--- src/design/b64le_pkg.sv ---
// shared types, constants and the alphabet function of the base64 encoder
// no dependencies
package b64le_pkg;

	localparam logic [7:0] LINE_WIDTH_RESET    = 8'd76;
	localparam int unsigned QUEUE_DEPTH_DEFAULT = 4;

	localparam logic [6:0] CHAR_PAD = 7'd61;
	localparam logic [6:0] CHAR_NL  = 7'd10;

	// slot index of the newline in a job, after the four symbol slots
	localparam logic [2:0] SLOT_NL = 3'd4;

	// one unit of work for the back end: a group of four characters and/or a newline
	typedef struct packed {
		logic            grp;
		logic            pad2;
		logic            pad3;
		logic            nl;
		logic [3:0][5:0] sym;
	} job_t;

	typedef struct packed {
		logic full;
		logic empty;
	} q_status_t;

	function automatic logic [6:0] b64_char(input logic [5:0] v);
		logic [6:0] c;
		priority if (v < 6'd26) begin
			c = 7'd65 + 7'(v);
		end else if (v < 6'd52) begin
			c = 7'd71 + 7'(v);
		end else if (v < 6'd62) begin
			c = 7'(v) - 7'd4;
		end else if (v == 6'd62) begin
			c = 7'd43;
		end else begin
			c = 7'd47;
		end
		return c;
	endfunction

endpackage

--- src/design/b64le_front.sv ---
// front end: accepts bytes and finish items, keeps pending bytes and column
// depends on b64le_pkg
module b64le_front (
	input  logic                  clk,
	input  logic                  arst_n,
	input  logic                  cfg_we,
	input  logic [7:0]            cfg_wdata,
	input  logic                  in_valid,
	output logic                  in_ready,
	input  logic                  in_kind,
	input  logic [7:0]            in_byte,
	output logic                  push,
	output b64le_pkg::job_t       push_job,
	input  b64le_pkg::q_status_t  q_stat
);
	import b64le_pkg::*;

	logic [7:0] line_width_q;
	logic [7:0] pend0_q;
	logic [7:0] pend1_q;
	logic [1:0] pcnt_q;
	logic [7:0] column_q;

	logic       acc;
	logic [8:0] next_col;
	logic       wrap;
	logic [7:0] b0;
	logic [7:0] b1;
	logic [7:0] b2;

	assign in_ready = !q_stat.full;
	assign acc      = in_valid && in_ready;

	// nine bit compare so a column of 252 or more still wraps
	assign next_col = {1'b0, column_q} + 9'd4;
	assign wrap     = next_col >= {1'b0, line_width_q};

	assign b0 = pend0_q;
	assign b1 = (pcnt_q == 2'd2) ? pend1_q : 8'd0;
	assign b2 = in_kind ? 8'd0 : in_byte;

	always_comb begin
		push_job.sym[0] = b0[7:2];
		push_job.sym[1] = {b0[1:0], b1[7:4]};
		push_job.sym[2] = {b1[3:0], b2[7:6]};
		push_job.sym[3] = b2[5:0];
		if (in_kind) begin
			push_job.grp  = pcnt_q != 2'd0;
			push_job.pad2 = pcnt_q == 2'd1;
			push_job.pad3 = 1'b1;
			push_job.nl   = (pcnt_q != 2'd0) || (column_q != 8'd0);
		end else begin
			push_job.grp  = pcnt_q == 2'd2;
			push_job.pad2 = 1'b0;
			push_job.pad3 = 1'b0;
			push_job.nl   = (pcnt_q == 2'd2) && wrap;
		end
	end

	// finish with nothing to flush queues no job
	assign push = acc && (push_job.grp || push_job.nl);

	always_ff @(posedge clk or negedge arst_n) begin
		if (!arst_n) begin
			line_width_q <= LINE_WIDTH_RESET;
		end else if (cfg_we) begin
			line_width_q <= cfg_wdata;
		end
	end

	always_ff @(posedge clk or negedge arst_n) begin
		if (!arst_n) begin
			pend0_q  <= 8'd0;
			pend1_q  <= 8'd0;
			pcnt_q   <= 2'd0;
			column_q <= 8'd0;
		end else if (acc) begin
			if (in_kind) begin
				pend0_q  <= 8'd0;
				pend1_q  <= 8'd0;
				pcnt_q   <= 2'd0;
				column_q <= 8'd0;
			end else if (pcnt_q == 2'd2) begin
				pcnt_q   <= 2'd0;
				column_q <= wrap ? 8'd0 : next_col[7:0];
			end else begin
				if (pcnt_q == 2'd0) begin
					pend0_q <= in_byte;
				end else begin
					pend1_q <= in_byte;
				end
				pcnt_q <= pcnt_q + 2'd1;
			end
		end
	end

endmodule

--- src/design/b64le_queue.sv ---
// job queue between front and back end, register based
// depends on b64le_pkg
module b64le_queue #(
	parameter int unsigned DEPTH = b64le_pkg::QUEUE_DEPTH_DEFAULT
) (
	input  logic                  clk,
	input  logic                  arst_n,
	input  logic                  push,
	input  b64le_pkg::job_t       push_job,
	input  logic                  pop,
	output b64le_pkg::job_t       head,
	output b64le_pkg::q_status_t  q_stat
);
	import b64le_pkg::*;

	localparam int unsigned IW = (DEPTH > 1) ? $clog2(DEPTH) : 1;
	localparam int unsigned CW = $clog2(DEPTH + 1);

	job_t          mem_q [DEPTH];
	logic [IW-1:0] wr_ptr_q;
	logic [IW-1:0] rd_ptr_q;
	logic [CW-1:0] cnt_q;

	assign q_stat.full  = cnt_q == CW'(DEPTH);
	assign q_stat.empty = cnt_q == '0;
	assign head         = mem_q[rd_ptr_q];

	function automatic logic [IW-1:0] ptr_inc(input logic [IW-1:0] p);
		return (p == IW'(DEPTH - 1)) ? '0 : p + 1'b1;
	endfunction

	always_ff @(posedge clk) begin
		if (push) begin
			mem_q[wr_ptr_q] <= push_job;
		end
	end

	always_ff @(posedge clk or negedge arst_n) begin
		if (!arst_n) begin
			wr_ptr_q <= '0;
			rd_ptr_q <= '0;
			cnt_q    <= '0;
		end else begin
			if (push) begin
				wr_ptr_q <= ptr_inc(wr_ptr_q);
			end
			if (pop) begin
				rd_ptr_q <= ptr_inc(rd_ptr_q);
			end
			if (push && !pop) begin
				cnt_q <= cnt_q + 1'b1;
			end else if (pop && !push) begin
				cnt_q <= cnt_q - 1'b1;
			end
		end
	end

endmodule

--- src/design/b64le_back.sv ---
// back end: serializes one job into characters, one per cycle while out_ready does not stall, into the output register
// depends on b64le_pkg
module b64le_back (
	input  logic                  clk,
	input  logic                  arst_n,
	input  b64le_pkg::q_status_t  q_stat,
	input  b64le_pkg::job_t       head,
	output logic                  pop,
	output logic                  out_valid,
	input  logic                  out_ready,
	output logic [6:0]            out_char,
	output logic                  out_last
);
	import b64le_pkg::*;

	logic       busy_q;
	job_t       job_q;
	logic [2:0] slot_q;
	logic       out_valid_q;
	logic [6:0] out_char_q;
	logic       out_last_q;

	logic       load;
	logic       adv;
	logic       cur_last;
	logic [6:0] cur_char;

	assign load = !out_valid_q || out_ready;
	assign adv  = busy_q && load;

	assign cur_last = (slot_q == SLOT_NL) || ((slot_q == 3'd3) && !job_q.nl);

	always_comb begin
		if (slot_q == SLOT_NL) begin
			cur_char = CHAR_NL;
		end else if ((slot_q == 3'd2 && job_q.pad2) || (slot_q == 3'd3 && job_q.pad3)) begin
			cur_char = CHAR_PAD;
		end else begin
			cur_char = b64_char(job_q.sym[slot_q[1:0]]);
		end
	end

	// take the next job as the current one finishes, so characters run back to back
	assign pop = !q_stat.empty && (!busy_q || (adv && cur_last));

	always_ff @(posedge clk) begin
		if (pop) begin
			job_q <= head;
		end
		if (adv) begin
			out_char_q <= cur_char;
			out_last_q <= cur_last;
		end
	end

	always_ff @(posedge clk or negedge arst_n) begin
		if (!arst_n) begin
			busy_q      <= 1'b0;
			slot_q      <= 3'd0;
			out_valid_q <= 1'b0;
		end else begin
			if (pop) begin
				busy_q <= 1'b1;
				slot_q <= head.grp ? 3'd0 : SLOT_NL;
			end else if (adv) begin
				if (cur_last) begin
					busy_q <= 1'b0;
				end else begin
					slot_q <= slot_q + 3'd1;
				end
			end
			if (load) begin
				out_valid_q <= adv;
			end
		end
	end

	assign out_valid = out_valid_q;
	assign out_char  = out_char_q;
	assign out_last  = out_last_q;

endmodule

--- src/design/base64_line_wrapped_encoder.sv ---
// base64 encoder with line wrap: one byte in per transaction, one character out per transaction
// with the back end idle, a character of an accepted item passes the job queue, the back end job
//   register and the output register before it is valid
// throughput: one character per cycle while m_axis_tready does not stall, set by the back end
//   serializer; input takes one item per cycle while the job queue has room
// reset: arst_n clears pending bytes, column, queue and output; line width returns to 76
module base64_line_wrapped_encoder #(
	parameter int unsigned QUEUE_DEPTH = b64le_pkg::QUEUE_DEPTH_DEFAULT
) (
	input  logic       clk,
	input  logic       arst_n,
	input  logic       cfg_we,
	input  logic [7:0] cfg_wdata,       // line_width
	input  logic       s_axis_tvalid,
	output logic       s_axis_tready,
	input  logic [7:0] s_axis_tdata,    // data_byte
	input  logic       s_axis_tuser,    // kind
	output logic       m_axis_tvalid,
	input  logic       m_axis_tready,
	output logic [7:0] m_axis_tdata,    // character[6:0], zero fill
	output logic       m_axis_tlast     // last_of_run
);
	import b64le_pkg::*;

	logic      push;
	job_t      push_job;
	logic      pop;
	job_t      head;
	q_status_t q_stat;
	logic [6:0] out_char;

	b64le_front u_front (
		.clk       (clk),
		.arst_n    (arst_n),
		.cfg_we    (cfg_we),
		.cfg_wdata (cfg_wdata),
		.in_valid  (s_axis_tvalid),
		.in_ready  (s_axis_tready),
		.in_kind   (s_axis_tuser),
		.in_byte   (s_axis_tdata),
		.push      (push),
		.push_job  (push_job),
		.q_stat    (q_stat)
	);

	b64le_queue #(
		.DEPTH (QUEUE_DEPTH)
	) u_queue (
		.clk      (clk),
		.arst_n   (arst_n),
		.push     (push),
		.push_job (push_job),
		.pop      (pop),
		.head     (head),
		.q_stat   (q_stat)
	);

	b64le_back u_back (
		.clk       (clk),
		.arst_n    (arst_n),
		.q_stat    (q_stat),
		.head      (head),
		.pop       (pop),
		.out_valid (m_axis_tvalid),
		.out_ready (m_axis_tready),
		.out_char  (out_char),
		.out_last  (m_axis_tlast)
	);

	assign m_axis_tdata = {1'b0, out_char};

endmodule

--- config.mk ---
export PLATFORM = sky130hd
export DESIGN_NAME = base64_line_wrapped_encoder
export DESIGN_NICKNAME = d
export VERILOG_FILES = /design/src/design/b64le_pkg.sv /design/src/design/b64le_front.sv /design/src/design/b64le_queue.sv /design/src/design/b64le_back.sv /design/src/design/base64_line_wrapped_encoder.sv
export SDC_FILE = /design/constraint.sdc
export NUM_CORES = 1
export LEC_CHECK = 0
export BUFFER_PORTS_ARGS = -buffer_cell sky130_fd_sc_hd__buf_4
export CAP_MARGIN = 40
export CELL_PAD_IN_SITES_DETAIL_PLACEMENT = 1
export CELL_PAD_IN_SITES_GLOBAL_PLACEMENT = 2
export CORE_ASPECT_RATIO = 0.6
export CORE_UTILIZATION = 44
export CTS_CLUSTER_DIAMETER = 120
export CTS_CLUSTER_SIZE = 8
export DETAILED_ROUTE_END_ITERATION = 10
export PLACE_DENSITY = 0.83
export SYNTH_ARGS = -nofsm -noshare
export SYNTH_HDL_FRONTEND = slang
export SYNTH_SLANG_ARGS = --single-unit
--- constraint.sdc ---
create_clock -name clk -period 4.19 [get_ports clk]
set_input_delay 0.419 -clock clk [delete_from_list [all_inputs] [get_ports clk]]
set_output_delay 0.419 -clock clk [all_outputs]
set_load 0.02 [all_outputs]
; After elaboration in Yosys (flattened, before gate mapping)
; Memories as Yosys holds them, arrays and structs flattened.
; Cells that the tools add are included.
[word_totals]
ramBits = 112
input_bits = 22
word_cells = 122
n_memories = 1
register_bits = 81
out_inout_bits = 11
[op_classes]
eq_ne = 12
magnitude_cmp = 5
n_addsub = 10
n_reduce_logical = 39
n_mux = 34
[mem_list]
columns = memory, words, word_bits, read_ports, rd_clocked_by_memory_dff, write_ports, line_no
row1 = u_queue.mem_q, 4, 28, 1, 0, 1, b64le_queue.sv:19  ; job_t mem_q [DEPTH];
[ops]
columns = op, count
row1 = $mux W8, 11
row2 = $mux W3, 7
row3 = $mux W7, 3
row4 = $add A7 B6 Y7 const A, 2
row5 = $bmux W6 S2, 1
row6 = $lt A6 B6 Y1 const B, 2
row7 = $mux W6, 2
row8 = $reduce_bool A2 Y1, 6
row9 = $logic_and A1 B1 Y1, 11
row10 = $add A8 B3 Y9 const B, 1
row11 = $ge A9 B8 Y1, 1
row12 = $mux W2, 4
row13 = $reduce_bool A8 Y1, 1
row14 = $logic_not A1 Y1, 7
row15 = $sub A6 B3 Y7 const B, 1
row16 = $add A2 B1 Y2 const B, 3
row17 = $add A3 B1 Y3 const B, 2
row18 = $eq A2 B2 Y1 const B, 3
row19 = $eq A3 B2 Y1 const B, 2
row20 = $eq A3 B3 Y1 const B, 2
row21 = $eq A6 B6 Y1 const B, 1
row22 = $logic_or A1 B1 Y1, 6
row23 = $lt A6 B5 Y1 const B, 1
row24 = $ne A2 B2 Y1 const B, 3
row25 = other kinds (10), 17

; Depth between registers and ports, before layout
[logic_depth]
ltp_word = 10
mapped_depth = 14
depth_no_buf = 13

; Cells and area by module
; Synthesis repeated with hierarchy kept, for this count alone.
[hier_totals]
hier_cells = 479
hier_area_um2 = 8175.3
[modules_own_cells]
columns = mod, cells_per_inst, seq_area_each_um2, area_per_inst_um2, n_inst
row1 = b64le_queue, 183, 3538.4, 4458.0, 1
row2 = b64le_back, 139, 1176.1, 1974.4, 1
row3 = b64le_front, 155, 804.5, 1731.7, 1
row4 = base64_line_wrapped_encoder, 2, 0.0, 11.3, 1

; Least setup slack after synthesis
; OpenSTA, ideal clock, no wires.
[synth_path]
path_kind = register to register
startpoint = register u_back.slot_q[1]
endpoint = register u_queue.cnt_q[1]
path_buffers = 1
period_less_slack_ns = 3.793
setup_ns = 0.125
t_arrival_ns = 3.669
slack_ns = 0.397
stages_incl_launch_ff = 13
required_time_ns = 4.065
path_cell_list = dfrtp_1 > clkbuf_1 > inv_1 > ha_1 > nand2_1 > nand2_1 > nand2_1 > a21oi_1 > inv_1 > ha_1 > inv_1 > fa_1 > mux2_2
[synth_via]
elab_chain_cells = 9
word_cells_on_any_way = 12
cone_classes = eq/ne: 2 / mux: 1 / reduce/logical: 9
[synth_lines]
columns = item, line_no
row1 = from (decl), b64le_back.sv:18  ; logic [2:0] slot_q;
row2 = from (signal assigned), b64le_back.sv:64  ; slot_q <= head.grp ? 3'd0 : SLOT_NL;
row3 = from (signal assigned), b64le_back.sv:69  ; slot_q <= slot_q + 3'd1;
row4 = $eq A3 B2 Y1, b64le_back.sv:31  ; assign cur_last = (slot_q == SLOT_NL) || ((slot_q == 3'd3) && !job_q.nl);
row5 = $logic_and A1 B1 Y1, b64le_back.sv:31
row6 = $logic_or A1 B1 Y1 (*), b64le_back.sv:31
row7 = named net u_back.cur_last, b64le_back.sv:25  ; logic cur_last;
row8 = $logic_and A1 B1 Y1 (*), b64le_back.sv:44  ; assign pop = !q_stat.empty && (!busy_q || (adv && cur_last));
row9 = $logic_or A1 B1 Y1 (*), b64le_back.sv:44
row10 = $logic_and A1 B1 Y1 (*), b64le_back.sv:44
row11 = named net pop, base64_line_wrapped_encoder.sv:27  ; logic pop;
row12 = $logic_not A1 Y1, b64le_queue.sv:50  ; if (push && !pop) begin
row13 = $logic_and A1 B1 Y1, b64le_queue.sv:50
row14 = $mux W3 / $reduce_bool A2 Y1 (equally long branches), n/a
row15 = to (signal assigned), b64le_queue.sv:51  ; cnt_q <= cnt_q + 1'b1;
row16 = to (signal assigned), b64le_queue.sv:53  ; cnt_q <= cnt_q - 1'b1;
row17 = to (decl), b64le_queue.sv:22  ; logic [CW-1:0] cnt_q;
; Mark *: on every way through the listed nets, which the timed path passes. The rest lies on a longest branch.
; A chain may end at the register's enable or synchronous reset.

; Final worst setup path
[layout_path]
startpoint = register u_back.slot_q[0]
endpoint = register u_queue.cnt_q[2]
; Same word-level chain as after synthesis.

==> flow_metrics.env <==
export IMPL_grt_max_degree=45
export IMPL_track_usage_pct=19.6
export IMPL_rsz0062_at_grt="no"
export IMPL_rows=38
export IMPL_dieArea_um2=19000
export IMPL_nFillCells=1735
export IMPL_required_ns=4.55
export IMPL_p_leak_nw=3.39
export IMPL_worstSkewPairLatency_ns=0.44
export IMPL_core_um2=18100
export IMPL_drive_gt1_share_pct=23.9
export IMPL_yosys_cell_count_top_type="edfxtp_1"
export IMPL_postCtsHoldBufs=0
export IMPL_io_pins=33
export IMPL_skew_ns=0.0162
export IMPL_synthDistinctLibCells=53
export IMPL_clk_pin_slew_ns=0.07
export IMPL_wl_per_cell_um=21.6
export IMPL_dieWidth_um=177
export IMPL_cts_tree="built"
export IMPL_fmax_mhz=326
export IMPL_yosysSeqAreaShare_pct=68.0
export IMPL_finalNonFillerCells=785
export IMPL_drcViolationCount=0
export IMPL_synth_seq_cells=191
export IMPL_first_iter_violations=251
export IMPL_grt_pass1_wl_mm=26.6
export IMPL_drv_cap=0
export IMPL_worstSetupPathType="flip-flop to flip-flop"
export IMPL_end_kind="flip-flop"
export IMPL_syn_nets=545
export IMPL_grt_pass1_vias=4535
export IMPL_syn_inst=498
export IMPL_dominantRegCellSynth="edfxtp_1"
export IMPL_outcome="completed"
export IMPL_dpl_hpwl_mm=11.5
export IMPL_synth_area_leader_cell="edfxtp_1"
export IMPL_htree_levels=4
export IMPL_wl_mm=17.0
export IMPL_fin_crit_ns=3.06
export IMPL_overflow=0
export IMPL_antenna_found_initial=0
export IMPL_ant_nets=0
export IMPL_cts_root_buf="clkbuf_16"
export IMPL_io_buffers=31
export IMPL_synth_top_area_share_pct=54.4
export IMPL_syn_to_final_growth_pct=13.3
export IMPL_ys_warn_count=0
export IMPL_place_congestion=0.809
export IMPL_finalMaxSlewViolations=0
export IMPL_syn_area_um2=8110
export IMPL_final_hold_viol_count=0
export IMPL_cts_inserted_buffers=17
export IMPL_start_kind="flip-flop"
export IMPL_powerDensity_nw_per_um2=691
export IMPL_synthArstFlopShare_pct=23.0
export IMPL_start_util_pct=44.9
export IMPL_cts_resized=0
export IMPL_hold_class="input pin to asynchronous set/reset pin"
export IMPL_viasPerCell=5.54
export IMPL_dp_cells=753
export IMPL_drt_first_pass_iters=4
export IMPL_crit_arrival_ns=3.42
export IMPL_clockBufferDepth=2
export IMPL_slew_headroom_pct=39.8
export IMPL_yosys_top_cells_count="edfxtp_1 (147), dfrtp_1 (41), nand2_1 (36)"
export IMPL_period_share_pct=73.1
export IMPL_cp_max_fo=30
export IMPL_antenna_cells=0
export IMPL_worstMarginPinSlew_ns=0.902
export IMPL_ir_drop_uv=409
export IMPL_via_count=4352
export IMPL_finalSetupViolCount=0
export IMPL_setup_tns_final_ns=0
export IMPL_post_cts_buffers=0
export IMPL_fin_nets=579
export IMPL_synth_area_leaders="edfxtp_1 (54%), dfrtp_1 (13%), mux4_2 (8.3%), ha_1 (3.7%), mux2_2 (2.6%)"
export IMPL_die_y_um=107
export IMPL_synth_edf_count=147
export IMPL_synth_avg_cell_area_um2=16.3
export IMPL_cts_sinks=191
## final timing paths
path | from | end | slack (ns) | cells past startpoint
max | u_back.slot_q[0]$_DFFE_PN0P_ | u_queue.cnt_q[2]$_DFFE_PN0P_ | 1.13 | 14
min | arst_n | u_back.busy_q$_DFFE_PN0P_ | 0.007 | 1
max reg2reg | u_back.slot_q[0]$_DFFE_PN0P_ | u_queue.cnt_q[2]$_DFFE_PN0P_ | 1.13 | 14
min reg2reg | u_queue.cnt_q[2]$_DFFE_PN0P_ | u_queue.cnt_q[2]$_DFFE_PN0P_ | 0.49 | 1
max in group asynchronous | arst_n | u_queue.rd_ptr_q[0]$_DFFE_PN0P_ | 3.71 | 1
min in group clk | cfg_wdata[2] | u_front.line_width_q[2]$_DFFE_PN1P_ | 0.20 | 3
## placed cells by master, fill, tap and decap left out, types with 4 or more instances in the layout
| master | netlist | routed |
|---|---|---|
| and2_2 | 0 | 4 |
| dfrtp_1 | 41 | 40 |
| nor2b_1 | 11 | 11 |
| inv_1 | 22 | 22 |
| and2_1 | 17 | 13 |
| nand2b_1 | 5 | 5 |
| a22oi_1 | 4 | 4 |
| nor2_1 | 13 | 13 |
| o211ai_1 | 4 | 4 |
| clkbuf_16 | 0 | 17 |
| buf_4 | 1 | 33 |
| inv_6 | 0 | 5 |
| nand3_1 | 11 | 11 |
| nand2_1 | 36 | 36 |
| ha_1 | 24 | 24 |
| nand4_1 | 7 | 7 |
| mux2_2 | 19 | 19 |
| mux4_2 | 30 | 30 |
| a21oi_1 | 11 | 10 |
| o21ai_0 | 18 | 18 |
| xnor2_1 | 5 | 5 |
| xor2_1 | 5 | 5 |
| edfxtp_1 | 147 | 147 |
| mux4_1 | 4 | 4 |
## cell type report
cell class | count | area, um2 | share of cell area (%)
clock buffer | 17 | 425 | 4.63
clock inverter | 15 | 171 | 1.86
inverter | 22 | 82.6 | 0.898
multi-input combinational | 265 | 2420 | 26.3
sequential | 191 | 5520 | 60.1
tap | 240 | 300 | 3.27
timing repair buffer | 35 | 273 | 2.97
## power by group
group          internal [mW]  leakage (nW)  switching (mW)
sequential              2.55          1.90           0.241
combinational          0.855          1.19            1.09
clock                  0.852         0.297           0.757
## cell families after synthesis
family | synth area share (%)
and+or+nand+nor | 7.64
xor gates and xnor gates | 1.08
AOI/OAI and AO/OA | 4.49
muxes | 12.5
adders and majority gates | 3.95
other | 0.0462
DFF | 68.0
buffers and inverters | 2.24
## metal layers
layer  part of all wire (%)  GRT usage, %
met1                     47          28.2
met2                     47          29.6
met3                    4.9          4.22
met4                    1.2          6.29
met5                      0             0
## state kept, by name, indices dropped and copies added, names as in the netlist
| name | count |
|---|---|
| u_back.busy_q | 1 |
| u_back.job_q | 27 |
| u_back.out_char | 7 |
| u_back.out_last | 1 |
| u_back.out_valid | 1 |
| u_back.slot_q | 3 |
| u_front.b0 | 8 |
| u_front.column_q | 6 |
| u_front.line_width_q | 8 |
| u_front.pcnt_q | 2 |
| u_front.pend1_q | 8 |
| u_queue.cnt_q | 3 |
| u_queue.mem_q | 112 |
| u_queue.rd_ptr_q | 2 |
| u_queue.wr_ptr_q | 2 |
## worst max-delay path, cell delays in order (launching register included)
cell	delay [ns]
dfrtp_1	0.59
inv_1	0.16
ha_1	0.23
nand2_1	0.21
nand2_1	0.14
nand2_1	0.10
a21oi_2	0.06
buf_4	0.26
inv_1	0.09
ha_1	0.18
inv_1	0.07
fa_1	0.43
xor2_1	0.18
nor2_1	0.12
xor2_1	0.15
## stage by stage
step	power (mW)	setup slack (ns)	area, um2	hold slack [ns]	utilization, %
after floorplan	4.18	0.397	8110	0.123	-
after global placement	4.68	1.30	8570	0.476	47.4
after detailed placement	4.80	1.15	8590	0.484	47.6
after CTS	6.41	1.13	9190	0.0271	50.9
after global routing	6.68	0.830	9190	0.0438	50.9
final	6.35	1.13	9190	0.00745	50.9
Power figures use the tool's default switching activity.
